File: src/rtl/core/kvi_pkg.sv
// ----------------------------------------------------------------------------
// kvi_pkg
// shared widths, codes and types of the keyframe vector interpolator
// ----------------------------------------------------------------------------
package kvi_pkg;

  localparam int TIME_W   = 24;
  localparam int VAL_W    = 32;
  localparam int NUM_COMP = 3;
  localparam int VEC_W    = VAL_W * NUM_COMP;
  localparam int FRAC_W   = 16;
  localparam int SLOT_W   = 6;
  localparam int CNT_W    = 7;

  localparam logic ACT_LOAD  = 1'b0;
  localparam logic ACT_QUERY = 1'b1;

  typedef struct packed {
    logic              en;
    logic [SLOT_W-1:0] slot;
    logic [TIME_W-1:0] key_time;
    logic [VEC_W-1:0]  key_val;
  } kvi_wr_t;

endpackage

File: src/rtl/core/kvi_div.sv
// ----------------------------------------------------------------------------
// kvi_div
// restoring divider for the blend factor, one quotient bit per cycle
// ----------------------------------------------------------------------------
module kvi_div (
  input  logic                        clk,
  input  logic                        rst_n,
  input  logic                        start,
  input  logic [kvi_pkg::TIME_W-1:0]  num,
  input  logic [kvi_pkg::TIME_W-1:0]  den,
  output logic [kvi_pkg::FRAC_W-1:0]  quo,
  output logic                        done
);

  localparam int TW = kvi_pkg::TIME_W;
  localparam int FW = kvi_pkg::FRAC_W;
  localparam int KW = $clog2(FW + 1);

  logic [TW-1:0] rem_r, rem_nxt;
  logic [TW-1:0] den_r, den_nxt;
  logic [FW-1:0] quo_r, quo_nxt;
  logic [KW-1:0] cnt_r, cnt_nxt;
  logic          run_r, run_nxt;
  logic          done_r, done_nxt;
  logic [TW:0]   sh;
  logic [TW:0]   sub;
  logic          geq;

  assign sh  = {rem_r, 1'b0};
  assign sub = sh - {1'b0, den_r};
  assign geq = sh >= {1'b0, den_r};

  always_comb begin
    rem_nxt  = rem_r;
    den_nxt  = den_r;
    quo_nxt  = quo_r;
    cnt_nxt  = cnt_r;
    run_nxt  = run_r;
    done_nxt = done_r;
    if (start) begin
      rem_nxt  = num;
      den_nxt  = den;
      quo_nxt  = '0;
      cnt_nxt  = KW'(FW);
      run_nxt  = 1'b1;
      done_nxt = 1'b0;
    end else if (run_r) begin
      rem_nxt = geq ? sub[TW-1:0] : sh[TW-1:0];
      quo_nxt = {quo_r[FW-2:0], geq};
      cnt_nxt = cnt_r - KW'(1);
      if (cnt_r == KW'(1)) begin
        run_nxt  = 1'b0;
        done_nxt = 1'b1;
      end
    end
  end

  always_ff @(posedge clk) begin
    if (!rst_n) begin
      run_r  <= 1'b0;
      done_r <= 1'b0;
      cnt_r  <= '0;
    end else begin
      run_r  <= run_nxt;
      done_r <= done_nxt;
      cnt_r  <= cnt_nxt;
    end
  end

  always_ff @(posedge clk) begin
    rem_r <= rem_nxt;
    den_r <= den_nxt;
    quo_r <= quo_nxt;
  end

  assign quo  = quo_r;
  assign done = done_r;

endmodule

File: config.mk
export PLATFORM = sky130hd
export DESIGN_NAME = kvi_div
export DESIGN_NICKNAME = d
export VERILOG_FILES = /design/src/rtl/core/kvi_pkg.sv /design/src/rtl/core/kvi_div.sv
export SDC_FILE = /design/constraint.sdc
export NUM_CORES = 1
export LEC_CHECK = 0
export BUFFER_PORTS_ARGS = -buffer_cell sky130_fd_sc_hd__buf_2
export CAP_MARGIN = 25
export CORE_UTILIZATION = 40
export CTS_CLUSTER_SIZE = 30
export DETAILED_ROUTE_END_ITERATION = 8
export GPL_TIMING_DRIVEN = 0
export PLACE_DENSITY = 0.59
export SETUP_SLACK_MARGIN = 0.3
export SLEW_MARGIN = 20
export SYNTH_ARGS = -nofsm -noshare
export SYNTH_HDL_FRONTEND = slang
export SYNTH_SLANG_ARGS = --single-unit
export TNS_END_PERCENT = 50
File: constraint.sdc
create_clock -name clk -period 2.8 [get_ports clk]
set_input_delay 0.14 -clock clk [delete_from_list [all_inputs] [get_ports clk]]
set_output_delay 0.14 -clock clk [all_outputs]
set_load 0.005 [all_outputs]
==> flow_metrics.env <==
export IMPL_status="completed"
export IMPL_hold_violations=0
export IMPL_worstPathArrival_ns=2.68
export IMPL_cts_htree_levels=3
export IMPL_finalSetupViolCount=0
export IMPL_track_usage_pct=20.6
export IMPL_cts_root_buffer="clkbuf_8"
export IMPL_grt_setup_unrepaired="yes"
export IMPL_drtAntennaViolNets=0
export IMPL_core_um2=9860
export IMPL_ys_seq_area_share_pct=46.1
export IMPL_wl_mm=10.9
export IMPL_portBuffers=67
export IMPL_slew_headroom_pct=54.5
export IMPL_placementRows=36
export IMPL_end_kind="flop"
export IMPL_dp_cells=608
export IMPL_final_cells=685
export IMPL_grt_pass1_wl_mm=17.3
export IMPL_vias=3546
export IMPL_cp_start_kind="flop"
export IMPL_whs_ns=0.0431
export IMPL_crit_family="compound AO/OA/AOI/OAI gates"
export IMPL_fill_cells=820
export IMPL_peakVddDrop_mv=0.454
export IMPL_worst_slew_pin_slew_ns=0.683
export IMPL_die_w_um=104
export IMPL_ff2ff_path_depth=12
export IMPL_fin_nets=625
export IMPL_multi_input_area_um2=2480
export IMPL_drv_cap=0
export IMPL_synth_async_reset_ratio_pct=0
export IMPL_r2r_start="rem_r[11]"
export IMPL_fin_crit_ns=2.56
export IMPL_wire_per_inst_um=16.0
export IMPL_max_freq_ghz=0.390
export IMPL_p_leak_uw=0.00249
export IMPL_timing_critical_path_mode_cell="buf_6"
export IMPL_cp_required_ns=2.91
export IMPL_hold_path_end="cnt_r[4]"
export IMPL_avgSynthCellArea_um2=10.1
export IMPL_numCtsBuffers=9
export IMPL_ys_types=54
export IMPL_netlist_area_um2=4130
export IMPL_drv_slew=0
export IMPL_gr_total_overflow=0
export IMPL_clock_skew_ns=0.0140
export IMPL_initial_core_util_pct=41.8
export IMPL_hold_start="rst_n"
export IMPL_synthFlopType="edfxtp_1"
export IMPL_slowest_delay_ns=0.40
export IMPL_viasPerCell=5.18
export IMPL_synth_nets=485
export IMPL_crit_type="flop to flop"
export IMPL_power_density_nw_per_um2=765
export IMPL_cts_tree="yes"
export IMPL_antenna_found_initial=0
export IMPL_critPathLaunch="rem_r[11]"
export IMPL_die_area_um2=10700
export IMPL_clk_pin_slew_worst_paths_ns=0.09
export IMPL_grt_use_met1_pct=26.1
export IMPL_crit_chain="ha_1, buf_6, nand4_1, nor2_2, o21ai_2, o21ai_4, a21oi_4, nand2_4, buf_6, buf_12, mux2i_2, a21oi_1"
export IMPL_clock_path_buffers=2
export IMPL_drc=0
export IMPL_synth_enable_flop_cells=48
export IMPL_drt_initial_drc_count=128
export IMPL_grt_max_degree=28
export IMPL_clk_latency_ns=0.38
export IMPL_place_congestion=0.870
export IMPL_first_pass_iters=4
export IMPL_hpwl_mm=7.04
export IMPL_syn_to_final_growth_pct=42.6
export IMPL_drive_gt1_share_pct=37.0
export IMPL_ys_warn_count=0
export IMPL_reg2reg_to="rem_r[13]"
export IMPL_worstHoldPathType="primary input to flop"
export IMPL_cp_slowest_cell="edfxtp_1"
export IMPL_timing_final_crit_share_pct=91.6
export IMPL_r2r_slack_ns=0.24
export IMPL_cp_num_cells=12
export IMPL_whs_path_depth=2
export IMPL_crit_buf_inv=3
export IMPL_regArea_um2=1900
export IMPL_ys_ff_latch=71
export IMPL_fp_dieH_um=104
export IMPL_critPathMaxFanout=7
export IMPL_grt_busiest_layer="met2"
export IMPL_diodes=0
export IMPL_syn_inst=407
export IMPL_ios=68
export IMPL_met2_usage_pct=33.4
export IMPL_grtUsageMet3_pct=5.73
export IMPL_clkSinkCount=71
export IMPL_grt_pass1_vias=3556
[worst max-delay path by stage]
stage / slack, ns / to
3_3_place_gp: -0.21 / rem_r[17]
3_5_place_dp: -0.15 / rem_r[17]
2_1_floorplan: 0.34 / rem_r[19]
5_1_grt: 0.12 / rem_r[19]
6_report: 0.24 / rem_r[13]
4_1_cts: 0.22 / rem_r[19]
[Yosys cell counts (7+ instances only)]
library cell / instances / area share (%)
edfxtp_1: 48 / 35
nor2_1: 51 / 4.6
o21ai_0: 18 / 2.2
a21oi_1: 28 / 3.4
inv_1: 30 / 2.7
ha_1: 26 / 7.9
dfxtp_1: 23 / 11
xor2_1: 10 / 2.1
nand2_1: 20 / 1.8
xnor2_1: 16 / 3.4
nand3_1: 7 / 0.85
mux2i_1: 30 / 7.3
[through the flow]
step / TNS (ns) / instance area [um^2] / total power (uW) / utilization [%] / worst slack [ns]
6_report: 0 / 5880 / 4500 / 59.6 / 0.236
5_1_grt: 0 / 5880 / 4740 / 59.6 / 0.121
4_1_cts: 0 / 5430 / 4060 / 55.1 / 0.223
3_5_place_dp: -2.68 / 4640 / 2850 / 47.1 / -0.145
3_3_place_gp: -5.99 / 4630 / 2820 / 46.9 / -0.214
2_1_floorplan: 0 / 4130 / 2510 / - / 0.340
[state kept, by name, summed over array words and instances (netlist names)]
register / flops
den_r: 24
done: 1
cnt_r: 5
quo: 16
run_r: 1
rem_r: 24
[report_power, final]
part	internal, uW	total, uW	switching [uW]
clock network	333	780	447
logic	1200	2330	1130
registers	1290	1390	95.7
total	2820	4500	1670
[final cells by class]
| type | instances | area share [%] |
|---|---|---|
| Sequential cell | 71 | 32.3 |
| Multi-Input combinational cell | 292 | 42.2 |
| Inverter | 30 | 1.91 |
| Clock buffer | 9 | 2.11 |
| Timing Repair Buffer | 129 | 15.9 |
| Clock inverter | 7 | 0.893 |
| Tap cell | 133 | 2.83 |
| Buffer | 14 | 1.83 |
[layout by cell type (no fill, tap or decap), drive strengths merged, types with 7 or more instances in the layout]
cell type and instances:
nand2 21, dlygate4sd3 24, mux2i 30, edfxtp 48
nor2 52, dfxtp 23, clkbuf 14, a21oi 29
nand3 7, o21ai 22, xnor2 16, inv 36
buf 114, xor2 10, ha 26, nor3 7
[per-layer routing]
| layer | wire length (um) | part of all wire (%) |
|---|---|---|
| met1 | 4860 | 44 |
| met2 | 5470 | 50 |
| met3 | 462 | 4.2 |
| met4 | 160 | 1.5 |
| met5 | 0 | 0 |
[kinds of logic after synthesis]
logic type                 after synthesis  synth area share [%]
and+or+nand+nor                        113                  12.8
AOI/OAI and AO/OA                       95                  15.3
DFF                                     71                  46.1
buffers and inverters                   44                  4.37
muxes                                   31                  7.55
adders and majority gates               27                  8.37
xor gates and xnor gates                26                  5.52
[repair_timing]
action	4_1_cts	5_1_grt
cloned	2	0
pin swaps	24	30
hold buffers	24	0
resized for setup	52	69
buffers inserted	16	19
hold endpoints to repair	24	0
setup endpoints to repair	35	49
(Power assumes the default switching activity.)
