[config.mk]
export PLATFORM = sky130hd
export DESIGN_NAME = kvi_blend
export DESIGN_NICKNAME = d
export VERILOG_FILES = /design/src/rtl/core/kvi_pkg.sv /design/src/rtl/core/kvi_blend.sv
export SDC_FILE = /design/constraint.sdc
export NUM_CORES = 2
export LEC_CHECK = 0
export BUFFER_PORTS_ARGS = -buffer_cell sky130_fd_sc_hd__buf_2
export CAP_MARGIN = 20
export CORE_UTILIZATION = 55
export DETAILED_ROUTE_END_ITERATION = 8
export PLACE_DENSITY = 0.76
export SYNTH_ARGS = -nofsm -noshare
export SYNTH_HDL_FRONTEND = slang
export SYNTH_SLANG_ARGS = --single-unit
[constraint.sdc]
create_clock -name clk -period 19.3 [get_ports clk]
set_input_delay 1.93 -clock clk [delete_from_list [all_inputs] [get_ports clk]]
set_output_delay 1.93 -clock clk [all_outputs]
set_load 0.03 [all_outputs]
[src/rtl/core/kvi_pkg.sv]
// ----------------------------------------------------------------------------
// kvi_pkg
// shared widths, codes and types of the keyframe vector interpolator
// ----------------------------------------------------------------------------
package kvi_pkg;

  localparam int TIME_W   = 24;
  localparam int VAL_W    = 32;
  localparam int NUM_COMP = 3;
  localparam int VEC_W    = VAL_W * NUM_COMP;
  localparam int FRAC_W   = 16;
  localparam int SLOT_W   = 6;
  localparam int CNT_W    = 7;

  localparam logic ACT_LOAD  = 1'b0;
  localparam logic ACT_QUERY = 1'b1;

  typedef struct packed {
    logic              en;
    logic [SLOT_W-1:0] slot;
    logic [TIME_W-1:0] key_time;
    logic [VEC_W-1:0]  key_val;
  } kvi_wr_t;

endpackage

[src/rtl/core/kvi_blend.sv]
// ----------------------------------------------------------------------------
// kvi_blend
// linear blend a + floor((b - a) * f / 2^16), one shared multiplier,
// components in turn
// ----------------------------------------------------------------------------
module kvi_blend (
  input  logic                        clk,
  input  logic                        rst_n,
  input  logic                        start,
  input  logic [kvi_pkg::FRAC_W-1:0]  f,
  input  logic [kvi_pkg::VEC_W-1:0]   a,
  input  logic [kvi_pkg::VEC_W-1:0]   b,
  output logic [kvi_pkg::VEC_W-1:0]   res,
  output logic                        done
);

  localparam int VW = kvi_pkg::VAL_W;
  localparam int FW = kvi_pkg::FRAC_W;
  localparam int PW = VW + FW + 2;
  localparam int NC = kvi_pkg::NUM_COMP;

  logic                 run_r, run_nxt;
  logic [1:0]           cnt_r, cnt_nxt;
  logic                 pv_r;
  logic [1:0]           pidx_r;
  logic signed [PW-1:0] prod_r;
  logic [kvi_pkg::VEC_W-1:0] res_r;
  logic                 done_r;
  logic signed [VW-1:0] a_c;
  logic signed [VW-1:0] b_c;
  logic signed [VW:0]   diff;
  logic signed [FW:0]   f_s;
  logic [VW-1:0]        pa_c;

  assign a_c  = a[VW*cnt_r +: VW];
  assign b_c  = b[VW*cnt_r +: VW];
  assign diff = (VW+1)'(b_c) - (VW+1)'(a_c);
  assign f_s  = $signed({1'b0, f});
  assign pa_c = a[VW*pidx_r +: VW];

  always_comb begin
    run_nxt = run_r;
    cnt_nxt = cnt_r;
    if (start) begin
      run_nxt = 1'b1;
      cnt_nxt = '0;
    end else if (run_r) begin
      cnt_nxt = cnt_r + 2'd1;
      if (cnt_r == 2'(NC - 1)) begin
        run_nxt = 1'b0;
      end
    end
  end

  always_ff @(posedge clk) begin
    if (!rst_n) begin
      run_r  <= 1'b0;
      cnt_r  <= '0;
      pv_r   <= 1'b0;
      done_r <= 1'b0;
    end else begin
      run_r  <= run_nxt;
      cnt_r  <= cnt_nxt;
      pv_r   <= run_r && !start;
      done_r <= pv_r && (pidx_r == 2'(NC - 1));
    end
  end

  always_ff @(posedge clk) begin
    pidx_r <= cnt_r;
    prod_r <= diff * f_s;
    if (pv_r) begin
      res_r[VW*pidx_r +: VW] <= pa_c + prod_r[FW +: VW];
    end
  end

  assign res  = res_r;
  assign done = done_r;

endmodule

==> run_results.csv <==
group,metric,value,unit
outcome,status,"complete, no violations",
logic_synthesis,syn_area,0.0274,mm2
worst_setup_path,path_max_fanout,16,
worst_setup_path,path_common_cell,"fa_1",
worst_setup_path,slowest_delay,0.84,ns
timing,fin_crit_sh,0.573,
logic_synthesis,synth_edf_count,96,
logic_synthesis,ys_warn_count,0,
run,drv_cap,0,
worst_setup_path,critPathLaunchType,"input port",
global_routing,grt_pass1_wl,122,mm
clocking,root_buffer,"clkbuf_16",
timing,fmax,90.4,MHz
global_routing,grt_use_total,0.316,
detailed_routing,final_antenna_net_count,0,
worst_setup_path,crit_family,"compound AO/OA/AOI/OAI gates",
detailed_routing,drc,0,
timing,fin_crit,11.06,ns
timing,setup_ws,8.24,ns
logic_synthesis,ys_seq_area_frac,0.134,
worst_setup_path,rrSetupSlack,8.27,ns
cells_and_area,nFillCells,4132,
worst_setup_path,path_class,"input port to flop",
worst_setup_path,setup.worst_path.end,"prod_r[42]$_DFF_P_",
clocking,cts_sinks,135,
floorplanning,die_width,225,um
cells_and_area,drive_gt1_frac,0.127,
detailed_routing,vias,22335,
timing,clock_skew,0.00639,ns
logic_synthesis,synth-seq-cells,135,
logic_synthesis,synth_cells,3079,
timing,worstMarginPinSlew,1.18,ns
detailed_routing,routedWlPerCell,19.9,um
worst_setup_path,path_depth,33,
clocking,cts_max_level,4,
clocking,post_cts_buffers,0,
worst_setup_path,cp-end-kind,"flop",
placement,port_buffers,307,
worst_setup_path,reg2reg_to,"prod_r[42]$_DFF_P_",
cells_and_area,postLayoutCellArea,0.0303,mm2
placement,dpl_cell_area,0.0296,mm2
timing,maxSlewViolCount,0,
worst_setup_path,r2r-start,"cnt_r[0]$_SDFFE_PP0P_",
logic_synthesis,postSynthAreaPerCell,8.89,um2
worst_setup_path,required,19.66,ns
worst_setup_path,arrival,11.43,ns
clocking,max-clock-path-buffers,2,
hold_path,hp-class,"flop to flop",
worst_setup_path,crit_start,"a[40]",
logic_synthesis,synth_cell_types,76,
global_routing,grt_remaining_overflow,0,
clocking,cts_resized,0,
timing,rsz0062_at_grt,"no",
cells_and_area,area.growth.synth_to_final,10.5,%
detailed_routing,drtIter0Drc,1872,
floorplanning,die_area,0.0507,mm2
floorplanning,die_y,225,um
clocking,clock_latency,0.44,ns
global_routing,grt_pass1_vias,22395,
logic_synthesis,synth_flop_cell,"edfxtp_1",
timing,hold_ws,0.510,ns
floorplanning,start_util,0.558,
clocking,cts.clk_slew.worst_paths,0.06,ns
worst_setup_path,crit_buf_inv,4,
global_routing,grt_max_degree,68,
timing,relSlewSlack,0.207,
hold_path,hold_start,"run_r$_SDFF_PN0_",
logic_synthesis,async_flop_share,0,
worst_setup_path,slowest_stage,"nor2_2",
worst_setup_path,worstRegToRegCells,34,
placement,gp_congestion,0.939,
timing,hold_violations,0,
placement,dp_slack,7.92,ns
clocking,numCtsBuffers,17,
cells_and_area,fin_nets,4181,
global_routing,antenna_found_initial,8,
timing,setup_viol_count_final,0,
floorplanning,ios,308,
clocking,cts_tree,"done",
detailed_routing,vias_per_cell,5.61,
clocking,holdBufCountCts,0,
logic_synthesis,syn_nets,3957,
placement,place_hpwl,60.4,mm
floorplanning,row_count,81,
timing,fin_setup_tns,0,ns
detailed_routing,routed_wirelength,79.1,mm
detailed_routing,first_pass_iters,5,
floorplanning,coreArea,0.0491,mm2
sequential cells by signal, summed over array words and instances, names as in the netlist:
signal / cells
done: 1
pv_r: 1
cnt_r: 2
pidx_r: 2
prod_r: 32
res: 96
run_r: 1
area by class of cell:
cell class	count	area, um2	share of cell area
Antenna cell	3	7.51	0.000248
Clock inverter	15	201	0.00665
Multi-Input combinational cell	2197	21000	0.695
Clock buffer	17	425	0.0141
Sequential cell	135	3670	0.121
Timing Repair Buffer	340	1800	0.0596
Inverter	612	2300	0.0759
Tap cell	664	831	0.0274
placed cells by master (no fill, tap or decap), types with 11 or more instances in the layout:
| cell type | n |
|---|---|
| mux2i_1 | 108 |
| o21a_1 | 26 |
| nand2b_1 | 47 |
| nor2b_1 | 38 |
| xor2_1 | 20 |
| fa_1 | 486 |
| xnor2_1 | 60 |
| nor2_1 | 182 |
| nand2_1 | 376 |
| a21o_1 | 25 |
| buf_4 | 32 |
| dfxtp_1 | 36 |
| a21oi_1 | 97 |
| and2_1 | 225 |
| o22ai_1 | 11 |
| clkbuf_16 | 17 |
| nor3_1 | 21 |
| ha_1 | 181 |
| edfxtp_1 | 96 |
| nand3_1 | 17 |
| inv_1 | 612 |
| buf_2 | 307 |
| o21ai_0 | 99 |
kinds of logic (layout without fill, tap and decap cells):
family,Yosys count,after routing,share of synthesized area
and+or+nand+nor,964,964,0.169
buffers and inverters,747,984,0.103
adders and majority gates,670,670,0.439
AOI/OAI and AO/OA,355,355,0.0833
DFF,135,135,0.134
muxes,114,114,0.0419
xor gates and xnor gates,94,94,0.0301
other,0,3,0
cell usage after synthesis (all sizes together), types with 12 or more instances:
library cell | instances | share of area
nand2b | 47 | 0.011
xnor2 | 70 | 0.022
xor2 | 24 | 0.0077
nand3 | 18 | 0.0035
nor3 | 22 | 0.0042
fa | 486 | 0.36
a211oi | 12 | 0.0037
clkbuf | 124 | 0.017
nor2b | 39 | 0.0089
a21o | 25 | 0.0069
a21oi | 98 | 0.018
nor2 | 185 | 0.025
o21ai | 101 | 0.018
inv | 612 | 0.084
edfxtp | 96 | 0.11
ha | 181 | 0.083
nand2 | 376 | 0.052
dfxtp | 39 | 0.029
and2 | 225 | 0.051
mux2i | 108 | 0.039
o21a | 26 | 0.0071
how the worst min path moves through the flow:
stage | cells after the start | endpoint
2_1_floorplan | 0 | pidx_r[0]$_DFF_P_
3_3_place_gp | 2 | pv_r$_SDFF_PN0_
3_5_place_dp | 2 | pv_r$_SDFF_PN0_
4_1_cts | 2 | pv_r$_SDFF_PN0_
5_1_grt | 2 | pv_r$_SDFF_PN0_
6_report | 2 | pv_r$_SDFF_PN0_
tightest hold or removal path: cells and delay by family, from the launching register on:
kind / cells / cell delay, ns
buffers and inverters: 1 / 0.08
and+or+nand+nor: 1 / 0.04
DFF: 1 / 0.34
metrics by stage:
step           std cells   util
6_report            3983  0.617
3_5_place_dp        3947  0.604
4_1_cts             3979  0.616
5_1_grt             3982  0.617
2_1_floorplan       3079      -
3_3_place_gp        3947  0.604
routing by layer:
| layer | wire [um] | global-route usage | vias up | part of all wire |
|---|---|---|---|---|
| met5 | 72 | 0 | - | 0.00091 |
| met4 | 3840 | 0.156 | 10 | 0.048 |
| met3 | 8260 | 0.0679 | 211 | 0.10 |
| met2 | 36900 | 0.517 | 1166 | 0.47 |
| met1 | 30000 | 0.398 | 10970 | 0.38 |
| li1 | - | - | 9978 | - |
Power is left out: the tool's default activity adds up to more than one toggle a clock period on the data nets, which glitch-free logic cannot reach.
